[config.mk]
export PLATFORM = sky130hd
export DESIGN_NAME = decimal_string_to_packed_decimal
export DESIGN_NICKNAME = d
export VERILOG_FILES = /design/src/hw/rtl/dspd_pkg.sv /design/src/hw/rtl/decimal_string_to_packed_decimal.sv /design/src/hw/rtl/dspd_fifo.sv /design/src/hw/rtl/dspd_front.sv /design/src/hw/rtl/dspd_back.sv
export VERILOG_INCLUDE_DIRS = /design/src /design/src/hw/rtl
export SDC_FILE = /design/constraint.sdc
export NUM_CORES = 1
export LEC_CHECK = 0
export BUFFER_PORTS_ARGS = -buffer_cell sky130_fd_sc_hd__buf_2
export CELL_PAD_IN_SITES_DETAIL_PLACEMENT = 1
export CELL_PAD_IN_SITES_GLOBAL_PLACEMENT = 1
export CORE_MARGIN = 5
export CORE_UTILIZATION = 41
export DETAILED_ROUTE_END_ITERATION = 8
export HOLD_SLACK_MARGIN = 0.15
export PLACE_DENSITY_LB_ADDON = 0.12
export SYNTH_ARGS = -nofsm -noshare
export SYNTH_HDL_FRONTEND = slang
export SYNTH_SLANG_ARGS = --single-unit
[constraint.sdc]
create_clock -name clk_i -period 4.79 [get_ports clk_i]
set_clock_uncertainty 0.1 [all_clocks]
set_input_delay 0.958 -clock clk_i [delete_from_list [all_inputs] [get_ports clk_i]]
set_output_delay 0.958 -clock clk_i [all_outputs]
set_load 0.05 [all_outputs]
[src/hw/rtl/decimal_string_to_packed_decimal_assert.svh]
// Assertion macros for the decimal string to packed decimal block.
// Included by files that check their own logic; no other dependencies.
`ifndef DECIMAL_STRING_TO_PACKED_DECIMAL_ASSERT_SVH
`define DECIMAL_STRING_TO_PACKED_DECIMAL_ASSERT_SVH
`ifndef ASSERT_OFF
`define DSPD_ASSERT_IMPL(label, clk, rst_n, ante, cons) \
  label: assert property (@(posedge clk) disable iff (!rst_n) (ante) |-> (cons)) \
    else $error("implication check failed");
`define DSPD_ASSERT_NEXT(label, clk, rst_n, ante, cons) \
  label: assert property (@(posedge clk) disable iff (!rst_n) (ante) |=> (cons)) \
    else $error("next-cycle check failed");
`else
`define DSPD_ASSERT_IMPL(label, clk, rst_n, ante, cons)
`define DSPD_ASSERT_NEXT(label, clk, rst_n, ante, cons)
`endif
`endif

[src/hw/rtl/dspd_pkg.sv]
// Shared types and constants of the decimal string to packed decimal block.
// No dependencies.
package dspd_pkg;

  localparam int MaxDigitsDefault = 14;
  localparam int QueueDepthDefault = 2;
  localparam int CoeffW = 48;
  localparam int ExpW = 8;
  localparam int CntW = 4;

  localparam logic [7:0] CharPlus  = 8'h2B;
  localparam logic [7:0] CharMinus = 8'h2D;
  localparam logic [7:0] CharDot   = 8'h2E;
  localparam logic [7:0] CharZero  = 8'h30;
  localparam logic [7:0] CharNine  = 8'h39;

  localparam logic [7:0] TagInteger = 8'h01;
  localparam logic [7:0] TagDecimal = 8'h02;

  typedef enum logic [1:0] {
    KIND_OTHER = 2'd0,
    KIND_SIGN  = 2'd1,
    KIND_DIGIT = 2'd2,
    KIND_POINT = 2'd3
  } kind_e;

  typedef struct packed {
    kind_e      kind;
    logic [3:0] digit;
    logic       neg;
    logic       last;
  } item_t;

endpackage

[src/hw/rtl/decimal_string_to_packed_decimal.sv]
// Channel  Handshake                 Payload
// in       in_valid_i / in_ready_o   char_byte_i[7:0], is_last_i
// out      out_valid_o / out_ready_i coefficient_o[47:0], exponent_o[7:0], packed_word_o[63:0]
//
// One character beat a cycle sustained while the result is not stalled; a beat passes
// the front combinationally into the queue, then the back's registered multiply-by-ten-and-add.
// A last beat's result shows once the beat has left the queue and the back has registered it.
// Reset clears the accumulators and the queue; the first beat is a sign candidate.
// A stalled result blocks only a last beat at the queue head (and beats behind it); other beats flow.
// Top level of the decimal string to packed decimal block.
// Depends on dspd_pkg, dspd_front, dspd_fifo, dspd_back and the assertion header.
`include "decimal_string_to_packed_decimal_assert.svh"
module decimal_string_to_packed_decimal import dspd_pkg::*; #(
  parameter int MAX_DIGITS = MaxDigitsDefault,
  parameter int QUEUE_DEPTH = QueueDepthDefault
) (
  input  logic                     clk_i,
  input  logic                     rst_ni,
  input  logic                     in_valid_i,
  output logic                     in_ready_o,
  input  logic [7:0]               char_byte_i,
  input  logic                     is_last_i,
  output logic                     out_valid_o,
  input  logic                     out_ready_i,
  output logic signed [CoeffW-1:0] coefficient_o,
  output logic signed [ExpW-1:0]   exponent_o,
  output logic [63:0]              packed_word_o
);

  logic  f_valid, f_ready, b_valid, b_ready;
  item_t f_item, b_item;

  dspd_front u_front (
    .clk_i       (clk_i),
    .rst_ni      (rst_ni),
    .in_valid_i  (in_valid_i),
    .in_ready_o  (in_ready_o),
    .char_byte_i (char_byte_i),
    .is_last_i   (is_last_i),
    .item_valid_o(f_valid),
    .item_ready_i(f_ready),
    .item_o      (f_item)
  );

  dspd_fifo #(
    .Depth(QUEUE_DEPTH)
  ) u_fifo (
    .clk_i     (clk_i),
    .rst_ni    (rst_ni),
    .wr_valid_i(f_valid),
    .wr_ready_o(f_ready),
    .wr_item_i (f_item),
    .rd_valid_o(b_valid),
    .rd_ready_i(b_ready),
    .rd_item_o (b_item)
  );

  dspd_back #(
    .MaxDigits(MAX_DIGITS)
  ) u_back (
    .clk_i        (clk_i),
    .rst_ni       (rst_ni),
    .item_valid_i (b_valid),
    .item_ready_o (b_ready),
    .item_i       (b_item),
    .out_valid_o  (out_valid_o),
    .out_ready_i  (out_ready_i),
    .coefficient_o(coefficient_o),
    .exponent_o   (exponent_o),
    .packed_word_o(packed_word_o)
  );

  `DSPD_ASSERT_NEXT(a_last_pop_gives_result, clk_i, rst_ni, b_valid && b_ready && b_item.last, out_valid_o)
  `DSPD_ASSERT_IMPL(a_no_overwrite, clk_i, rst_ni, out_valid_o && !out_ready_i && b_valid && b_item.last, !b_ready)
  `DSPD_ASSERT_IMPL(a_plain_beat_flows, clk_i, rst_ni, b_valid && !b_item.last, b_ready)

endmodule

[src/hw/rtl/dspd_fifo.sv]
// Short queue of classified beats between front and back.
// Depends on dspd_pkg for the item type.
module dspd_fifo import dspd_pkg::*; #(
  parameter int Depth = QueueDepthDefault
) (
  input  logic  clk_i,
  input  logic  rst_ni,
  input  logic  wr_valid_i,
  output logic  wr_ready_o,
  input  item_t wr_item_i,
  output logic  rd_valid_o,
  input  logic  rd_ready_i,
  output item_t rd_item_o
);

  localparam int AW = $clog2(Depth);
  localparam int CW = $clog2(Depth + 1);

  item_t          mem_q [Depth];
  logic [AW-1:0]  wr_ptr_q, wr_ptr_d, rd_ptr_q, rd_ptr_d;
  logic [CW-1:0]  cnt_q, cnt_d;
  logic           push, pop;

  assign wr_ready_o = (cnt_q != CW'(Depth));
  assign rd_valid_o = (cnt_q != '0);
  assign rd_item_o  = mem_q[rd_ptr_q];
  assign push       = wr_valid_i && wr_ready_o;
  assign pop        = rd_valid_o && rd_ready_i;

  always_comb begin
    wr_ptr_d = wr_ptr_q;
    rd_ptr_d = rd_ptr_q;
    cnt_d    = cnt_q;
    if (push) begin
      wr_ptr_d = (wr_ptr_q == AW'(Depth - 1)) ? '0 : wr_ptr_q + AW'(1);
    end
    if (pop) begin
      rd_ptr_d = (rd_ptr_q == AW'(Depth - 1)) ? '0 : rd_ptr_q + AW'(1);
    end
    if (push && !pop) begin
      cnt_d = cnt_q + CW'(1);
    end else if (pop && !push) begin
      cnt_d = cnt_q - CW'(1);
    end
  end

  always_ff @(posedge clk_i or negedge rst_ni) begin
    if (!rst_ni) begin
      wr_ptr_q <= '0;
      rd_ptr_q <= '0;
      cnt_q    <= '0;
    end else begin
      wr_ptr_q <= wr_ptr_d;
      rd_ptr_q <= rd_ptr_d;
      cnt_q    <= cnt_d;
    end
  end

  always_ff @(posedge clk_i) begin
    if (push) begin
      mem_q[wr_ptr_q] <= wr_item_i;
    end
  end

endmodule

[src/hw/rtl/dspd_front.sv]
// Front end: accepts character beats and classifies them.
// Depends on dspd_pkg for character codes and the item type.
module dspd_front import dspd_pkg::*; (
  input  logic       clk_i,
  input  logic       rst_ni,
  input  logic       in_valid_i,
  output logic       in_ready_o,
  input  logic [7:0] char_byte_i,
  input  logic       is_last_i,
  output logic       item_valid_o,
  input  logic       item_ready_i,
  output item_t      item_o
);

  logic at_first_q, at_first_d;
  logic accept;
  logic [7:0] digit_off;

  assign in_ready_o   = item_ready_i;
  assign item_valid_o = in_valid_i;
  assign accept       = in_valid_i && item_ready_i;
  assign digit_off    = char_byte_i - CharZero;

  always_comb begin
    item_o.kind  = KIND_OTHER;
    item_o.digit = digit_off[3:0];
    item_o.neg   = (char_byte_i == CharMinus);
    item_o.last  = is_last_i;
    if (at_first_q && (char_byte_i == CharPlus || char_byte_i == CharMinus)) begin
      item_o.kind = KIND_SIGN;
    end else if (char_byte_i inside {[CharZero:CharNine]}) begin
      item_o.kind = KIND_DIGIT;
    end else if (char_byte_i == CharDot) begin
      item_o.kind = KIND_POINT;
    end
  end

  always_comb begin
    at_first_d = at_first_q;
    if (accept) begin
      at_first_d = is_last_i;
    end
  end

  always_ff @(posedge clk_i or negedge rst_ni) begin
    if (!rst_ni) begin
      at_first_q <= 1'b1;
    end else begin
      at_first_q <= at_first_d;
    end
  end

endmodule

[src/hw/rtl/dspd_back.sv]
// Back end: accumulates coefficient and exponent, holds the result beat.
// Depends on dspd_pkg for widths, tags and the item type.
module dspd_back import dspd_pkg::*; #(
  parameter int MaxDigits = MaxDigitsDefault
) (
  input  logic                     clk_i,
  input  logic                     rst_ni,
  input  logic                     item_valid_i,
  output logic                     item_ready_o,
  input  item_t                    item_i,
  output logic                     out_valid_o,
  input  logic                     out_ready_i,
  output logic signed [CoeffW-1:0] coefficient_o,
  output logic signed [ExpW-1:0]   exponent_o,
  output logic [63:0]              packed_word_o
);

  logic [CoeffW-1:0]        coeff_q, coeff_d, coeff_n;
  logic signed [ExpW-1:0]   exp_q, exp_d, exp_n;
  logic [CntW-1:0]          cnt_q, cnt_d, cnt_n;
  logic                     point_q, point_d, point_n;
  logic                     neg_q, neg_d, neg_n;
  logic                     out_valid_q, out_valid_d;
  logic [CoeffW-1:0]        res_mag_q, res_mag_d;
  logic signed [ExpW-1:0]   res_exp_q, res_exp_d;
  logic                     res_neg_q, res_neg_d;
  logic                     pop;
  logic [CoeffW-1:0]        coef;

  assign item_ready_o = !item_i.last || !out_valid_q || out_ready_i;
  assign pop          = item_valid_i && item_ready_o;

  always_comb begin
    coeff_n = coeff_q;
    exp_n   = exp_q;
    cnt_n   = cnt_q;
    point_n = point_q;
    neg_n   = neg_q;
    case (item_i.kind)
      KIND_SIGN: begin
        neg_n = item_i.neg;
      end
      KIND_DIGIT: begin
        if (cnt_q != {CntW{1'b1}}) begin
          cnt_n = cnt_q + CntW'(1);
        end
        if (cnt_n <= CntW'(MaxDigits)) begin
          coeff_n = (coeff_q << 3) + (coeff_q << 1) + CoeffW'(item_i.digit);
          if (point_q && exp_q != -8'sd128) begin
            exp_n = exp_q - 8'sd1;
          end
        end else if (!point_q && exp_q != 8'sd127) begin
          exp_n = exp_q + 8'sd1;
        end
      end
      KIND_POINT: begin
        point_n = 1'b1;
      end
      default: begin
      end
    endcase
  end

  always_comb begin
    coeff_d     = coeff_q;
    exp_d       = exp_q;
    cnt_d       = cnt_q;
    point_d     = point_q;
    neg_d       = neg_q;
    out_valid_d = out_valid_q && !out_ready_i;
    res_mag_d   = res_mag_q;
    res_exp_d   = res_exp_q;
    res_neg_d   = res_neg_q;
    if (pop) begin
      if (item_i.last) begin
        coeff_d     = '0;
        exp_d       = '0;
        cnt_d       = '0;
        point_d     = 1'b0;
        neg_d       = 1'b0;
        out_valid_d = 1'b1;
        res_mag_d   = coeff_n;
        res_exp_d   = exp_n;
        res_neg_d   = neg_n;
      end else begin
        coeff_d = coeff_n;
        exp_d   = exp_n;
        cnt_d   = cnt_n;
        point_d = point_n;
        neg_d   = neg_n;
      end
    end
  end

  always_ff @(posedge clk_i or negedge rst_ni) begin
    if (!rst_ni) begin
      coeff_q     <= '0;
      exp_q       <= '0;
      cnt_q       <= '0;
      point_q     <= 1'b0;
      neg_q       <= 1'b0;
      out_valid_q <= 1'b0;
    end else begin
      coeff_q     <= coeff_d;
      exp_q       <= exp_d;
      cnt_q       <= cnt_d;
      point_q     <= point_d;
      neg_q       <= neg_d;
      out_valid_q <= out_valid_d;
    end
  end

  always_ff @(posedge clk_i) begin
    res_mag_q <= res_mag_d;
    res_exp_q <= res_exp_d;
    res_neg_q <= res_neg_d;
  end

  assign coef          = res_neg_q ? (CoeffW'(0) - res_mag_q) : res_mag_q;
  assign out_valid_o   = out_valid_q;
  assign coefficient_o = coef;
  assign exponent_o    = res_exp_q;
  assign packed_word_o = (res_exp_q == '0) ?
                         {TagInteger, {8{coef[CoeffW-1]}}, coef} :
                         {TagDecimal, res_exp_q, coef};

endmodule
Word level (Yosys, flattened, before mapping)
Memory sizes are Yosys's and may differ from the RTL's.
Index checks and enable logic that the tools add are counted.
Operators by class
  add/subtract/negate cells: 11
  mux-type cells: 29
  equal/unequal tests: 10
  reductions and logical operators: 26
  $lt $le $gt $ge: 3
Operator list (count)
  $mux 48: 4
  $mux 58: 1
  $add 48x4->48: 1
  $add 48x48->48: 1
  $sub 1x48->48 const A: 1
  $mux 8: 5
  $eq 8x6->1 const B: 3
  $mux 4: 4
  $ne 8x8->1 const B: 2
  $mux 1: 10
  $mux 2: 5
  $logic_and 1x1->1: 9
  $add 8x2->8 const B: 1
  $ge 8x6->1 const B: 1
  $le 8x6->1 const B: 1
  $logic_not 8->1: 1
  $reduce_bool 2->1: 4
  $sub 8x2->8 const B: 1
  $logic_not 1->1: 6
  $reduce_and 2->1: 3
  $add 4x1->4 const B: 1
  $eq 2x2->1 const B: 2
  $le 4x4->1 const B: 1
  $ne 4x4->1 const B: 1
  other kinds (7): 10
Storage, ports and cells
  memories: 1
  input port bits: 13
  logic and storage cells: 93
  output and inout port bits: 122
  register bits: 125
  RAM bits: 16
Memory list
  u_fifo.mem_q: words 2, bits a word 8, rd ports 1, clocked after Yosys merged registers in 0, write ports 1, line dspd_fifo.sv:19  | item_t mem_q [Depth];

Logic depth before layout (Yosys ltp)
Gate-level depths: netlist of run 1.
An unclocked memory read counts as a cell.
  depth in word-level cells: 8
  gate-level depth with buffers: 15
  depth with buffers taken out: 14

Modules after synthesis
Synthesis of run 1 repeated with hierarchy kept, for this count alone.
Second synthesis, totals
  cells, all modules: 1164
  area total of the unflattened synthesis: 10781.6 um2
Modules (own cells, without submodules)
  dspd_back: times used 1, seq. area each 3288.2 um2, area an instance 9818.2 um2, cells each 1098
  dspd_fifo: times used 1, seq. area each 580.6 um2, area an instance 787.0 um2, cells each 43
  dspd_front: times used 1, seq. area each 26.3 um2, area an instance 176.4 um2, cells each 23

Least setup slack after synthesis of run 1
No wires, ideal clock.
  path type: reg2out
  start: register u_back.res_mag_q[12]
  end: output port packed_word_o[48]
  setup slack: -0.421 ns
  arrival time: 4.153 ns
  stages on the path, launching flop included: 12
  data required time: 3.732 ns
  buffers on the path: 1
  cell sequence: edfxtp_1 > or4_4 > nor4_4 > nand3_2 > or4_1 > or4_1 > or4_1 > buf_2 > o31ai_4 > xnor2_1 > and2_4 > or2_1
On the way
  longest elaborated chain between the ends: 3
RTL lines
  start: declaration: line dspd_back.sv:24  | logic [CoeffW-1:0] res_mag_q, res_mag_d;
  start signal: assignment: line dspd_back.sv:114  | res_mag_q <= res_mag_d;
  $sub 1x48->48: line dspd_back.sv:119  | assign coef = res_neg_q ? (CoeffW'(0) - res_mag_q) : res_mag_q;
  $mux 48: line dspd_back.sv:119
  named net coefficient_o[47]: line decimal_string_to_packed_decimal.sv:25  | output logic signed [CoeffW-1:0] coefficient_o,
  $mux 58: line dspd_back.sv:123  | assign packed_word_o = (res_exp_q == '0) ?
  end: declaration: line decimal_string_to_packed_decimal.sv:27  | output logic [63:0] packed_word_o
The timed path passes the listed nets, and every way through them passes these cells.

Worst setup path after layout of run 1
  start: register u_back.res_mag_q[12]
  end: output port coefficient_o[42]
On the way
  longest elaborated chain between the ends: 2
RTL lines (line)
  $sub 1x48->48: dspd_back.sv:119
  $mux 48: dspd_back.sv:119
  end: declaration: decimal_string_to_packed_decimal.sv:25
No other way between the ends.

==> summary.txt, run 1 <==
Timing
  • Tmin final: 5.13 ns
  • Hold Slack: 0.392 ns
  • Worst slew pin tran: 1.12 ns
  • Final hold violations: 0
  • Final Max Slew Viols: 0
  • Relative slew slack: 0.251
  • Unrepaired setup endpoints after global routing: true
  • Worst setup slack after layout: -0.345 ns
  • Final worst path period share: 1.07
  • Fmax: 195 MHz
  • # setup viols final: 32

Global route
  • Largest net degree at the start of global routing: 69
  • Initial antenna violation count: 1
  • First-pass GRT wire length: 48600 um
  • Vias in the first global route: 8960
  • GRT Total Usage: 0.215
  • GRT overflow: 0

Logic synthesis
  • Area leader, netlist: edfxtp_1
  • Post-synth ARST share: 0.482
  • Ys flop type: edfxtp_1
  • Syn Inst Count: 1082
  • Mean post-synth cell area: 9.54 um2
  • Synthesized area: 10300 um2
  • Netlist cell types: 74
  • Number of synthesized flops with an enable pin: 73
  • Synthesized flop and latch total: 141
  • Synth Warn #: 0
  • Fraction of the yosys area taken by sequential cells: 0.377
  • Largest cells by area after synthesis: edfxtp_1, dfrtp_1, ha_1, xnor2_1, nand2_1
  • Area share of the largest cell type after synthesis: 0.212

Critical path
  • CP bufs+invs: 2
  • Setup crit start kind: register
  • Critical path launch point: u_back.res_mag_q[12]
  • CP Depth: 10
  • Critical path's top delay family: simple AND/OR/NAND/NOR gates
  • Max incr delay on CP: 0.58 ns
  • Worst-path cell chain: or4_4 -> nor4_4 -> nand4_1 -> or4_4 -> or4_4 -> or4_4 -> buf_6 -> o31ai_4 -> xnor2_2 -> buf_6
  • Flop-to-flop setup slack: 0.25 ns
  • Worst Setup End Kind: output port
  • Worst r2r src: u_fifo.rd_ptr_q
  • Top cell by count, worst path: or4_4
  • CP arrival: 4.08 ns
  • Crit path capture: coefficient_o[42]
  • Worst R2R Path Depth: 15
  • Setup Crit Path Kind: register to output port
  • Critical path peak fanout: 5
  • Worst Path Required: 3.73 ns
  • R2r endpoint: u_back.res_mag_q[46]
  • CP max-delay cell: or4_4

Die
  • I/O pin count: 135
  • Die X: 169 um
  • Die area: 28400 um2
  • Die height: 169 um
  • Core Area: 25000 um2
  • Row cnt: 58
  • Initial Utilization: 0.413

Layout
  • Commonest non-fill, non-tap cell in the layout: nand2_1
  • Fraction of layout cells with a size suffix above 1: 0.235
  • # diodes: 0
  • Final net count: 1297
  • Most frequent cells in the layout: nand2_1, ha_1, buf_2, o21ai_0, edfxtp_1
  • P&R area growth vs syn: 20.0%
  • Final design utilization: 0.496

Route
  • Number of iterations in the first detailed-routing pass: 4
  • Post-DRT Antenna Nets: 0
  • DRT iter0 DRCs: 389
  • Avg WL per Cell: 20.1 um
  • Vias/cell: 5.61
  • Routed via count: 8570
  • Final routed DRC violation total: 0
  • Final WL: 30700 um

CTS
  • Worst-Skew Late Latency: 0.44 ns
  • H-tree Lvls: 4
  • CTS tree: done
  • CTS Buf Count: 17
  • Clock buffer depth: 2
  • Reg clk slew, reported paths: 0.06 ns
  • Clock root cell: clkbuf_16
  • Clock sinks: 141

Worst hold path
  • Worst hold-check path type: register to register

Outcome
  • Failing checks: setup timing
  • Status: finished with violations

Place
  • I/O Buffers: 128
  • GP Congestion: 0.812
  • Post-DP HPWL: 22600 um

Job
  • Max-Cap Viols: 0
[cell families after synthesis]
kind of cell | after synthesis | share of synthesized area
and+or+nand+nor | 323 | 0.149
AOI/OAI and AO/OA | 280 | 0.185
DFF | 141 | 0.377
buffers and inverters | 121 | 0.0641
adders and majority gates | 99 | 0.121
xor gates and xnor gates | 98 | 0.0832
muxes | 19 | 0.0201
other | 1 | 0.000363
[per-layer routing]
| metal | up-vias | global-route usage | share of wire |
|---|---|---|---|
| met2 | 182 | 0.384 | 0.51 |
| met1 | 4239 | 0.269 | 0.43 |
| met3 | 34 | 0.0362 | 0.041 |
| met5 | - | 0 | 0.00042 |
| li1 | 4113 | - | - |
| met4 | 2 | 0.0561 | 0.018 |
[worst reg2reg max path, cell delays in order (launching register included)]
cell and delay, ns:
dfrtp_1 0.44, mux2_2 0.37, ha_1 0.28, ha_1 0.23, fa_1 0.42, a21o_1 0.21, a311o_1 0.37, nand3_1 0.12
nor4b_1 0.21, o21bai_2 0.20, o31a_1 0.21, o221ai_1 0.19, a41oi_2 0.29, mux2_2 0.38, o41ai_2 0.25, buf_4 0.17
[cells in the mapped netlist, types with 16 or more instances]
library cell,n
clkbuf_1,40
ha_1,97
edfxtp_1,73
o31ai_1,22
dfrtp_1,67
buf_4,55
xor2_1,18
a21oi_1,42
nand3_1,16
nand2_1,170
nor2_1,37
xnor2_1,80
a22o_1,39
inv_1,23
o21ai_0,79
a21o_1,25
[how the worst min path moves through the flow]
stage                            start                 end  slack, ns  cells past startpoint
detailed placement  u_back.coeff_q[47]  u_back.coeff_q[47]       0.38                      2
global placement    u_back.coeff_q[47]  u_back.coeff_q[47]       0.37                      2
finish              u_back.coeff_q[47]  u_back.coeff_q[47]       0.39                      2
CTS                 u_back.coeff_q[47]  u_back.coeff_q[47]       0.40                      2
floorplan           u_back.coeff_q[47]  u_back.coeff_q[47]       0.35                      2
global route           u_fifo.wr_ptr_q     u_fifo.wr_ptr_q       0.44                      1
[through the flow]
stage	cells	cell area [um2]	setup TNS [ns]	setup slack, ns
after floorplan	1087	10500	-0.152	-0.0521
after global placement	1488	11300	0	0.0698
after detailed placement	1488	11300	-0.330	-0.0420
after CTS	1526	12300	-7.74	-0.343
after global routing	1528	12400	-13.29	-0.499
final	1528	12400	-8.94	-0.345
[final cells by class]
type / count / area, um2
Fill cell: 2813 / 12600
Timing Repair Buffer: 177 / 1250
Sequential cell: 141 / 3890
Clock inverter: 10 / 96.3
Clock buffer: 22 / 518
Tap cell: 330 / 413
Multi-Input combinational cell: 825 / 6120
Inverter: 23 / 86.3
[repair_timing]
action / CTS / global route
endpoints found under the setup margin: 32 / 34
setup buffers: 6 / 3
hold buffers: 0 / 0
pin swaps: 9 / 3
gates resized for setup: 89 / 22
[registers in the layout, indices dropped and copies added, names as in the netlist, 2 cells and up]
name and cells:
u_back.coeff_q 48, u_back.res_mag_q 48, u_fifo.mem_q 16, u_back.exp_q 8, u_back.exponent_o 8, u_back.cnt_q 4, u_fifo.cnt_q 2
Power of run 1 is not shown: default switching activity piles up to over one toggle a cycle in this logic, so the estimate is an artifact.
==> inputs of run 2 (changes only) <==
- RECOVER_POWER: not set -> 50
==> run 2 against run 1 <==
Against the previous run: the run ends with capacitance limit, slew limit, setup timing left; via count barely moved; die area did not move; first-iteration DRC count rose by 0.77%; wire length fell by 0.10%; worst setup slack improved by 0.0018 ns; non-clock buffer count did not move; fmax barely moved; global-route usage did not move; core utilization fell by 0.24 points.
==> summary.txt, run 2 (synthesis gave the netlist of run 1 again) <==
Outcome
  • Status: finished with violations
  • Failing checks: capacitance limit, slew limit, setup timing

Critical path
  • Worst Setup End Kind: output port
  • Flop-to-flop setup slack: 0.27 ns
  • R2r endpoint: u_back.res_mag_q[46]
  • Setup crit start kind: register
  • CP arrival: 4.07 ns
  • Worst Path Required: 3.73 ns
  • Critical path peak fanout: 5
  • Worst r2r src: u_fifo.rd_ptr_q
  • Setup Crit Path Kind: register to output port
  • Worst R2R Path Depth: 15

Die
  • Die area: 28400 um2
  • I/O pin count: 135
  • Initial Utilization: 0.413
  • Row cnt: 58
  • Die height: 169 um
  • Core Area: 25000 um2
  • Die X: 169 um

Timing
  • Fmax: 195 MHz
  • Worst slew pin tran: 1.98 ns
  • Unrepaired setup endpoints after global routing: true
  • Worst setup slack after layout: -0.343 ns
  • Final Max Slew Viols: 69
  • Final worst path period share: 1.07
  • Relative slew slack: -0.322
  • # setup viols final: 32
  • Post-Route Setup TNS: -8.66 ns
  • Final hold violations: 0
  • Tmin final: 5.13 ns

Place
  • Cell Area, Placed: 11300 um2
  • Placement Setup Slack: -0.0420 ns
  • GP Congestion: 0.812
  • I/O Buffers: 128
  • Post-DP HPWL: 22600 um

Layout
  • # diodes: 0
  • Most frequent cells in the layout: nand2_1, ha_1, buf_2, o21ai_0, edfxtp_1
  • Commonest non-fill, non-tap cell in the layout: nand2_1
  • Final net count: 1297
  • P&R area growth vs syn: 19.4%
  • Finished Cell Area: 12300 um2
  • Biggest regs: u_back.coeff_q (48), u_back.res_mag_q (48), u_fifo.mem_q (16)
  • Fraction of layout cells with a size suffix above 1: 0.214

Worst hold path
  • Hold Crit Depth: 2
  • Hold Path Sink: u_back.coeff_q[47]
  • HP Start: u_back.coeff_q[47]
  • Worst hold-check path type: register to register

Route
  • Routed via count: 8571
  • Final routed DRC violation total: 0
  • DRT iter0 DRCs: 392
  • Final WL: 30700 um
  • Vias/cell: 5.61
  • Post-DRT Antenna Nets: 0
  • Number of iterations in the first detailed-routing pass: 4
  • Avg WL per Cell: 20.1 um

CTS
  • H-tree Lvls: 4
  • CTS tree: done
  • Reg clk slew, reported paths: 0.06 ns
  • Worst-Skew Late Latency: 0.44 ns
  • Clock sinks: 141
  • Clock root cell: clkbuf_16
  • Clock buffer depth: 2
  • CTS Buf Count: 17

Global route
  • GRT Total Usage: 0.215
  • Vias in the first global route: 8960
  • First-pass GRT wire length: 48600 um
  • Largest net degree at the start of global routing: 69
  • Initial antenna violation count: 1
  • GRT overflow: 0

Job
  • Max-Cap Viols: 1
==> run 2: routing by layer <==
metal,vias up,track usage,part of all wire
met4,2,0.0561,0.018
li1,4119,-,-
met5,-,0,0.00042
met3,34,0.0362,0.039
met1,4242,0.269,0.44
met2,174,0.384,0.51
==> run 2: timing repair <==
item                                    in CTS  in global routing
resized for setup                           89                 22
pin swaps                                    9                  3
hold buffers                                 0                  0
endpoints found under the setup margin      32                 34
setup buffers                                6                  3
==> run 2: final cells by class <==
class	count	area, um2
clock buffer	22	518
clock inverter	10	96.3
fill	2828	12600
inverter	23	86.3
multi-input combinational	825	6110
sequential	141	3890
tap	330	413
timing repair buffer	177	1210
==> run 2: worst max-delay path by stage <==
stage	to	cells past startpoint	startpoint
after floorplan	packed_word_o[40]	9	u_back.res_mag_q[12]
after global placement	packed_word_o[53]	12	u_back.res_mag_q[8]
after detailed placement	packed_word_o[49]	11	u_back.res_mag_q[12]
after CTS	packed_word_o[53]	11	u_back.res_mag_q[12]
after global routing	packed_word_o[48]	11	u_back.res_mag_q[12]
final	coefficient_o[42]	10	u_back.res_mag_q[12]
==> run 2: per-stage QoR <==
step | utilization | hold slack [ns] | std cells
3_5_place_dp | 0.452 | 0.383 | 1488
3_3_place_gp | 0.452 | 0.366 | 1488
2_1_floorplan | - | 0.350 | 1087
6_report | 0.494 | 0.393 | 1528
4_1_cts | 0.492 | 0.397 | 1526
5_1_grt | 0.494 | 0.441 | 1528
==> run 2: critical path: stages, from the launching register on <==
cell and delay, ns:
edfxtp_1 0.39, or4_4 0.58, nor4_4 0.25, nand4_1 0.22, or4_4 0.54, or4_4 0.43
or4_4 0.51, buf_6 0.16, o31ai_4 0.20, xnor2_2 0.17, buf_6 0.19
Power of run 2 is left out for the same reason.
